File: src/rtl/klsa_pkg.sv
// Shared types, codes and defaults for the keyed light slot allocator.
`default_nettype none

package klsa_pkg;

  // Default number of light slots
  localparam int LIGHT_SLOTS_DEF = 32;

  // Width of the reported slot index
  localparam int SLOT_OUT_W = 5;

  // Operation codes
  localparam logic OP_NEW   = 1'b0;
  localparam logic OP_DECAY = 1'b1;

  // Result outcome codes
  typedef enum logic [1:0] {
    OUTC_KEY     = 2'd0,
    OUTC_EXPIRED = 2'd1,
    OUTC_FORCED  = 2'd2,
    OUTC_DECAY   = 2'd3
  } outcome_t;

  // Slot fields that the scan reads back
  typedef struct packed {
    logic [15:0] key;
    logic [31:0] expiry;
    logic [15:0] radius;
    logic [15:0] decay;
  } slot_ent_t;

  // Slot fields that are only stored
  typedef struct packed {
    logic signed [15:0] pos_x;
    logic signed [15:0] pos_y;
    logic signed [15:0] pos_z;
    logic [1:0]         colour;
  } slot_pay_t;

  localparam int ENT_W = $bits(slot_ent_t);
  localparam int PAY_W = $bits(slot_pay_t);

endpackage

`default_nettype wire

File: src/rtl/klsa_ram.sv
// Generic single-write, single-read RAM with registered read data.
`default_nettype none

module klsa_ram #(
  parameter int WIDTH = 8,
  parameter int DEPTH = 32,
  parameter int AW    = (DEPTH > 1) ? $clog2(DEPTH) : 1
) (
  input  wire logic             clk,
  input  wire logic             wr_en,
  input  wire logic [AW-1:0]    wr_addr,
  input  wire logic [WIDTH-1:0] wr_data,
  input  wire logic             rd_en,
  input  wire logic [AW-1:0]    rd_addr,
  output logic      [WIDTH-1:0] rd_data
);

  logic [WIDTH-1:0] mem [DEPTH];

  always_ff @(posedge clk) begin
    if (wr_en) begin
      mem[wr_addr] <= wr_data;
    end
    if (rd_en) begin
      rd_data <= mem[rd_addr];
    end
  end

endmodule

`default_nettype wire

File: src/rtl/keyed_light_slot_allocator.sv
// Top level of the keyed light slot allocator: sequencer, scan pipeline and slot RAMs.
// The block takes one item at a time; the slot RAM read port visits one slot per cycle,
//   and a shared expiry comparator and 16x16 multiplier serve every slot.
// in_ready is high only while the sequencer is idle; a finished result may sit in the
//   output register while the next item is taken.
// Reset (rst_n low, synchronous) clears the sequencer, output valid and the per-slot
//   valid bits, so every slot reads as all-zero at once; no clearing pass is needed.
`default_nettype none

module keyed_light_slot_allocator #(
  parameter int LIGHT_SLOTS = klsa_pkg::LIGHT_SLOTS_DEF
) (
  input  wire logic               clk,
  input  wire logic               rst_n,
  input  wire logic               in_valid,
  output logic                    in_ready,
  input  wire logic               in_operation,
  input  wire logic        [15:0] in_light_key,
  input  wire logic        [31:0] in_now,
  input  wire logic signed [15:0] in_pos_x,
  input  wire logic signed [15:0] in_pos_y,
  input  wire logic signed [15:0] in_pos_z,
  input  wire logic        [15:0] in_start_radius,
  input  wire logic        [15:0] in_lifetime,
  input  wire logic        [1:0]  in_colour,
  input  wire logic        [15:0] in_decay_rate,
  input  wire logic        [15:0] in_frame_time,
  output logic                    out_valid,
  input  wire logic               out_ready,
  output logic [klsa_pkg::SLOT_OUT_W-1:0] out_slot,
  output logic [1:0]              out_outcome
);

  localparam int IDX_W = (LIGHT_SLOTS > 1) ? $clog2(LIGHT_SLOTS) : 1;
  localparam logic [IDX_W-1:0] LAST_IDX = IDX_W'(LIGHT_SLOTS - 1);

  typedef enum logic [2:0] {
    ST_IDLE,
    ST_SCAN,
    ST_DRAIN,
    ST_FINISH,
    ST_RESP
  } state_t;

  state_t state_r;

  // Captured item
  logic                 op_r;
  logic [15:0]          key_r;
  logic [31:0]          now_r;
  logic [15:0]          frame_r;
  logic [15:0]          rad_in_r;
  logic [15:0]          life_r;
  logic [15:0]          decay_in_r;
  klsa_pkg::slot_pay_t  pay_r;

  // Scan pipeline: read issue, read data stage, multiply stage
  logic [IDX_W-1:0]     rd_cnt_r;
  logic                 s1_vld_r;
  logic [IDX_W-1:0]     s1_idx_r;
  logic                 s2_run_r;
  logic                 s2_live_r;
  logic [IDX_W-1:0]     s2_idx_r;
  logic [31:0]          s2_prod_r;
  klsa_pkg::slot_ent_t  s2_ent_r;

  // Search results of the allocation scan
  logic                 key_hit_r;
  logic                 exp_hit_r;
  logic [IDX_W-1:0]     key_idx_r;
  logic [IDX_W-1:0]     exp_idx_r;

  // One bit per slot: set once the slot has been written since reset
  logic [LIGHT_SLOTS-1:0] valid_r;

  // Output register
  logic                 out_valid_r;
  logic [klsa_pkg::SLOT_OUT_W-1:0] out_slot_r;
  klsa_pkg::outcome_t   out_outcome_r;

  // RAM ports
  logic                 rd_en;
  logic [IDX_W-1:0]     rd_addr;
  logic [klsa_pkg::ENT_W-1:0] rd_data;
  logic                 wr_en;
  logic                 pay_wr_en;
  logic [IDX_W-1:0]     wr_addr;
  klsa_pkg::slot_ent_t  wr_ent;

  // Datapath
  klsa_pkg::slot_ent_t  ent;
  klsa_pkg::slot_ent_t  new_ent;
  logic                 exp_lt;
  logic                 key_eq;
  logic                 live;
  logic [25:0]          loss;
  logic [15:0]          dec_rad;
  logic [IDX_W-1:0]     pick;
  klsa_pkg::outcome_t   pick_outc;
  logic                 accept;

  assign accept   = in_valid && in_ready;
  assign in_ready = (state_r == ST_IDLE);

  assign out_valid   = out_valid_r;
  assign out_slot    = out_slot_r;
  assign out_outcome = out_outcome_r;

  // Read one slot per cycle while scanning
  assign rd_en   = (state_r == ST_SCAN);
  assign rd_addr = rd_cnt_r;

  // A slot never written since reset reads as all zero
  assign ent = valid_r[s1_idx_r] ? klsa_pkg::slot_ent_t'(rd_data) : '0;

  // Shared expiry comparator: expired test for allocation, live test for decay
  assign exp_lt = (ent.expiry < now_r);
  assign key_eq = (key_r != '0) && (ent.key == key_r);
  assign live   = !exp_lt && (ent.radius != '0);

  // Loss in 1/16 radius units: frame (1/1024 s) * rate (units/s) * 16
  assign loss    = s2_prod_r[31:6];
  assign dec_rad = (loss >= 26'(s2_ent_r.radius)) ? '0 : (s2_ent_r.radius - loss[15:0]);

  // Key match wins, then the first expired slot, then slot 0
  always_comb begin
    priority if (key_hit_r) begin
      pick      = key_idx_r;
      pick_outc = klsa_pkg::OUTC_KEY;
    end else if (exp_hit_r) begin
      pick      = exp_idx_r;
      pick_outc = klsa_pkg::OUTC_EXPIRED;
    end else begin
      pick      = '0;
      pick_outc = klsa_pkg::OUTC_FORCED;
    end
  end

  always_comb begin
    new_ent.key    = key_r;
    new_ent.expiry = now_r + 32'(life_r);
    new_ent.radius = rad_in_r;
    new_ent.decay  = decay_in_r;
  end

  // Write port: allocation write at the end of a new-light item, otherwise
  // decay write-back from the multiply stage. The two never overlap.
  assign pay_wr_en = (state_r == ST_FINISH) && (op_r == klsa_pkg::OP_NEW);
  assign wr_en     = pay_wr_en || (s2_run_r && s2_live_r);

  always_comb begin
    if (pay_wr_en) begin
      wr_addr = pick;
      wr_ent  = new_ent;
    end else begin
      wr_addr        = s2_idx_r;
      wr_ent         = s2_ent_r;
      wr_ent.radius  = dec_rad;
    end
  end

  klsa_ram #(
    .WIDTH (klsa_pkg::ENT_W),
    .DEPTH (LIGHT_SLOTS),
    .AW    (IDX_W)
  ) u_ent_ram (
    .clk     (clk),
    .wr_en   (wr_en),
    .wr_addr (wr_addr),
    .wr_data (klsa_pkg::ENT_W'(wr_ent)),
    .rd_en   (rd_en),
    .rd_addr (rd_addr),
    .rd_data (rd_data)
  );

  // Origin and colour are stored per slot and never read by the block itself
  klsa_ram #(
    .WIDTH (klsa_pkg::PAY_W),
    .DEPTH (LIGHT_SLOTS),
    .AW    (IDX_W)
  ) u_pay_ram (
    .clk     (clk),
    .wr_en   (pay_wr_en),
    .wr_addr (pick),
    .wr_data (klsa_pkg::PAY_W'(pay_r)),
    .rd_en   (1'b0),
    .rd_addr ({IDX_W{1'b0}}),
    .rd_data ()
  );

  // Sequencer and output register
  always_ff @(posedge clk) begin
    if (!rst_n) begin
      state_r     <= ST_IDLE;
      out_valid_r <= 1'b0;
    end else begin
      // drop a transferred result; the response state reloads it itself
      if (out_valid_r && out_ready && (state_r != ST_RESP)) begin
        out_valid_r <= 1'b0;
      end
      unique case (state_r)
        ST_IDLE: begin
          if (in_valid) begin
            state_r <= ST_SCAN;
          end
        end
        ST_SCAN: begin
          if (rd_cnt_r == LAST_IDX) begin
            state_r <= ST_DRAIN;
          end
        end
        ST_DRAIN: begin
          // wait for the last slot to leave both pipeline stages
          if (!s1_vld_r && !s2_run_r) begin
            state_r <= ST_FINISH;
          end
        end
        ST_FINISH: begin
          state_r <= ST_RESP;
        end
        ST_RESP: begin
          // hold the result until the output register is free
          if (!out_valid_r || out_ready) begin
            out_valid_r <= 1'b1;
            if (op_r == klsa_pkg::OP_NEW) begin
              out_slot_r    <= klsa_pkg::SLOT_OUT_W'(pick);
              out_outcome_r <= pick_outc;
            end else begin
              out_slot_r    <= '0;
              out_outcome_r <= klsa_pkg::OUTC_DECAY;
            end
            state_r <= ST_IDLE;
          end
        end
        default: begin
          state_r <= ST_IDLE;
        end
      endcase
    end
  end

  // Scan control and slot valid bits
  always_ff @(posedge clk) begin
    if (!rst_n) begin
      rd_cnt_r  <= '0;
      s1_vld_r  <= 1'b0;
      s2_run_r  <= 1'b0;
      s2_live_r <= 1'b0;
      key_hit_r <= 1'b0;
      exp_hit_r <= 1'b0;
      valid_r   <= '0;
    end else begin
      s1_vld_r  <= rd_en;
      s2_run_r  <= s1_vld_r;
      s2_live_r <= s1_vld_r && (op_r == klsa_pkg::OP_DECAY) && live;
      if (accept) begin
        rd_cnt_r  <= '0;
        key_hit_r <= 1'b0;
        exp_hit_r <= 1'b0;
      end else begin
        if (rd_en) begin
          rd_cnt_r <= rd_cnt_r + 1'b1;
        end
        // keep the lowest hit of each kind
        if (s1_vld_r && (op_r == klsa_pkg::OP_NEW)) begin
          if (key_eq && !key_hit_r) begin
            key_hit_r <= 1'b1;
          end
          if (exp_lt && !exp_hit_r) begin
            exp_hit_r <= 1'b1;
          end
        end
      end
      if (wr_en) begin
        valid_r[wr_addr] <= 1'b1;
      end
    end
  end

  // Item capture and pipeline payload
  always_ff @(posedge clk) begin
    if (accept) begin
      op_r         <= in_operation;
      key_r        <= in_light_key;
      now_r        <= in_now;
      frame_r      <= in_frame_time;
      rad_in_r     <= in_start_radius;
      life_r       <= in_lifetime;
      decay_in_r   <= in_decay_rate;
      pay_r.pos_x  <= in_pos_x;
      pay_r.pos_y  <= in_pos_y;
      pay_r.pos_z  <= in_pos_z;
      pay_r.colour <= in_colour;
    end
    s1_idx_r  <= rd_addr;
    s2_idx_r  <= s1_idx_r;
    s2_ent_r  <= ent;
    s2_prod_r <= 32'(frame_r) * 32'(ent.decay);
    if (s1_vld_r && key_eq && !key_hit_r) begin
      key_idx_r <= s1_idx_r;
    end
    if (s1_vld_r && exp_lt && !exp_hit_r) begin
      exp_idx_r <= s1_idx_r;
    end
  end

endmodule

`default_nettype wire

File: config.mk
export PLATFORM = sky130hd
export DESIGN_NAME = keyed_light_slot_allocator
export DESIGN_NICKNAME = d
export VERILOG_FILES = /design/src/rtl/klsa_pkg.sv /design/src/rtl/klsa_ram.sv /design/src/rtl/keyed_light_slot_allocator.sv
export SDC_FILE = /design/constraint.sdc
export NUM_CORES = 2
export LEC_CHECK = 0
export ABC_CLOCK_PERIOD_IN_PS = 7200
export BUFFER_PORTS_ARGS = -buffer_cell sky130_fd_sc_hd__buf_2
export CAP_MARGIN = 30
export CORE_AREA = 8 8 549 416
export CTS_CLUSTER_SIZE = 24
export DETAILED_ROUTE_END_ITERATION = 8
export DIE_AREA = 0 0 557 424
export HOLD_SLACK_MARGIN = 0.05
export PLACE_DENSITY_LB_ADDON = 0.2
export SYNTH_ARGS = -nofsm -noshare
export SYNTH_HDL_FRONTEND = slang
export SYNTH_SLANG_ARGS = --single-unit
File: constraint.sdc
create_clock -name clk -period 7.2 [get_ports clk]
set_input_delay 0.72 -clock clk [delete_from_list [all_inputs] [get_ports clk]]
set_output_delay 0.72 -clock clk [all_outputs]
set_load 0.02 [all_outputs]
==> flow_metrics.py <==
metrics = {
    "outcome": {
        "status": "complete, but fails checks",
        "violations": "setup timing",
    },
    "drt": {
        "drc_errors": 0,
        "vias": 60700,
        "viasPerCell": 6.323,
        "ant_nets": 0,
        "wire_per_inst_microns": 31.37,
        "routed_wl_microns": 301100,
        "drt_iter0_markers": 7707,
        "drtPass1Iterations": 5,
    },
    "clock_tree": {
        "cts_buffers": 287,
        "htree_num_levels": 5,
        "cts_buffer_depth": 4,
        "root_buffer": "clkbuf_16",
        "clk_pin_slew_ns": 0.06,
        "clock-sinks": 2932,
        "clk_latency_ns": 0.85,
        "tritoncts": "yes",
    },
    "placed_design": {
        "hpwl_microns": 161000,
        "post-place-ws_ns": -0.3542,
        "placed_cells": 8944,
        "portBuffers": 125,
        "gp_routability_congestion": 0.8568,
    },
    "timing": {
        "skew_ns": 0.07984,
        "fin_crit_sh_pct": 103.6,
        "slew_headroom_pct": 25.13,
        "hold_violations": 0,
        "period_needed_ns": 7.462,
        "tightestPinTransition_ns": 1.123,
        "layout_setup_ws_ns": -0.2620,
        "rsz0062_at_grt": "true",
        "finalMaxSlewViolations": 0,
        "max_freq_mhz": 134.0,
        "setup-violations-final": 3,
    },
    "setup_path": {
        "max_stage_delay_ns": 0.55,
        "cp_data_required_time_ns": 7.90,
        "cp_top_family": "adder cells",
        "crit_slowest_cell": "fa_1",
        "critPathKind": "flip-flop to flip-flop",
        "r2r_cells": 33,
        "crit_fanout": 9,
        "worst-path-stages": 33,
        "worstSetupStartpointType": "flip-flop",
        "crit_path_end_kind": "flip-flop",
        "critPathMostFrequentCell": "fa_1",
        "cp.arrival_ns": 8.17,
        "worst-path-buf-inv": 10,
    },
    "floorplan": {
        "die_width_microns": 557,
        "die_h_microns": 424,
        "start_util_pct": 54.84,
        "core_sq_um": 219100,
        "dieArea_sq_um": 236200,
        "placementRows": 149,
        "pin_count": 176,
    },
    "final_layout": {
        "drive_gt1_share_pct": 27.60,
        "final_common_cell": "edfxtp_1",
        "fin_cells": 9600,
        "utilization_pct": 62.78,
        "syn_to_final_growth_pct": 14.48,
        "fin_nets": 6979,
        "layout_common_cells": "edfxtp_1 (2770), mux4_2 (800), nand2_1 (316), clkbuf_16 (299), inv_1 (295)",
    },
    "yosys": {
        "netlist_area_sq_um": 120100,
        "synthArstFlopShare_pct": 0,
        "synth_mux_area_share_pct": 15.91,
        "synth_ff_type": "edfxtp_1",
        "ys_seq_elements": 2932,
        "avgSynthCellArea_sq_um": 20.36,
        "synthAdderAreaFrac_pct": 5.135,
        "syn_inst": 5902,
        "syn_nets": 6445,
        "synth_compound_area_share_pct": 1.601,
        "seq_area_frac_synth_pct": 71.94,
        "ys_types": 72,
        "yosysWarningCount": 0,
        "synthSimpleGateAreaFrac_pct": 3.009,
        "synth_edf_count": 2770,
        "synth_top_family_by_area": "multiplexers",
        "synth_xor_area_share_pct": 0.5322,
    },
    "global_routing": {
        "grt-ovfl-total": 0,
        "grt_pass1_vias": 61310,
        "antenna_found_initial": 9,
        "grt_max_degree": 142,
        "gr-usage-all-layers_pct": 25.29,
        "grt_pass1_wl_microns": 433900,
    },
    "power_and_ir_drop": {
        "p_leak_nw": 45.33,
        "cellPowerDensity_nw_per_um2": 256.5,
        "irDropWorstVdd_mv": 0.2269,
    },
    "flow_run": {
        "cap_violations": 0,
    },
    "min_path": {
        "hold_path_class": "primary input to flip-flop",
        "hold_depth": 1,
    },
}
==> sequential cells by signal, indices dropped and copies added (netlist names), 2 cells and up <==
register / flops
u_ent_ram.mem: 2560
s2_ent_r: 80
u_ent_ram.rd_data: 80
now_r: 32
valid_r: 32
s2_prod_r: 26
decay_in_r: 16
frame_r: 16
key_r: 16
life_r: 16
rad_in_r: 16
exp_idx_r: 5
key_idx_r: 5
out_slot: 5
rd_addr: 5
s1_idx_r: 5
s2_idx_r: 5
state_r: 3
out_outcome: 2
==> final timing paths <==
path	startpoint	end	slack (ns)
max reg2reg	s1_idx_r[0]	s2_prod_r[31]	-0.26
max	s1_idx_r[0]	s2_prod_r[31]	-0.26
min	in_start_radius[2]	rad_in_r[2]	0.11
min reg2reg	u_ent_ram.rd_data[28]	s2_ent_r[28]	0.47
==> power breakdown <==
group          switching [mW]  leakage, nW  internal [mW]
registers               0.116         26.3           18.8
logic                   0.970         14.6          0.744
clock network            6.25         4.40           8.36
==> what timing repair did <==
| item | 4_1_cts | 5_1_grt |
|---|---|---|
| gates cloned | 1 | 5 |
| buffers inserted | 1 | 23 |
| endpoints found under the setup margin | 10 | 17 |
| hold buffers | 100 | 0 |
| gates resized for setup | 6 | 103 |
| pin swaps | 3 | 26 |
| hold endpoints to repair | 100 | 0 |
==> Yosys cell counts (13+ instances only) <==
cell / count / share of area (%)
a21o_1: 40 / 0.25
a21oi_1: 58 / 0.24
a22oi_1: 15 / 0.094
and2_1: 82 / 0.43
and3_1: 121 / 0.63
buf_1: 48 / 0.15
buf_2: 16 / 0.067
clkbuf_1: 208 / 0.65
dfxtp_1: 162 / 2.7
edfxtp_1: 2770 / 69
fa_1: 195 / 3.2
ha_1: 181 / 1.9
inv_1: 308 / 0.96
mux2_2: 80 / 0.75
mux2i_1: 19 / 0.16
mux4_2: 800 / 15
nand2_1: 322 / 1.0
nand3_1: 18 / 0.075
nand4_1: 18 / 0.094
nor2_1: 96 / 0.30
nor2b_1: 13 / 0.068
nor3_1: 16 / 0.067
nor4_1: 13 / 0.068
o21a_1: 39 / 0.24
o21ai_0: 73 / 0.30
xnor2_1: 50 / 0.36
xor2_1: 23 / 0.17
==> layout make-up <==
class | count | area, sq um
well taps | 2944 | 3684
fillers | 14830 | 81530
repair buffers | 520 | 5061
clock buffers | 377 | 7830
inverters | 308 | 1156
clock inverters | 129 | 1187
diodes | 3 | 7.507
multi-input cells | 2387 | 32160
flip-flops and latches | 2932 | 86450
==> routing by layer <==
layer	up-vias	routed length (microns)	track usage (%)
li1	24670	-	-
met5	-	13	0
met3	415	29000	4.593
met2	3046	140100	38.96
met1	32560	125900	38.47
met4	2	6152	5.308
==> kinds of logic (layout without fill, tap and decap cells) <==
kind of cell / count (synthesis) / after routing
buffers and inverters: 584 / 1334
multiplexers: 899 / 899
other: 0 / 3
adder cells (fa/ha/maj): 376 / 376
XOR/XNOR: 73 / 73
AO/OA/AOI/OAI: 296 / 296
AND/OR/NAND/NOR: 742 / 743
flip-flops: 2932 / 2932
==> metrics by stage <==
step | area, sq um | total power, mW | TNS (ns) | hold slack (ns)
after floorplan | 120200 | 20.34 | 0 | 0.3290
after global placement | 125900 | 20.85 | -1.108 | 0.4455
after detailed placement | 126500 | 20.95 | -0.9175 | 0.4509
after CTS | 136500 | 35.47 | -0.6696 | 0.05206
after global routing | 137500 | 36.26 | -3.163 | 0.07003
final | 137500 | 35.28 | -0.5075 | 0.1065
Note: power is estimated with default switching activity, not from simulation.
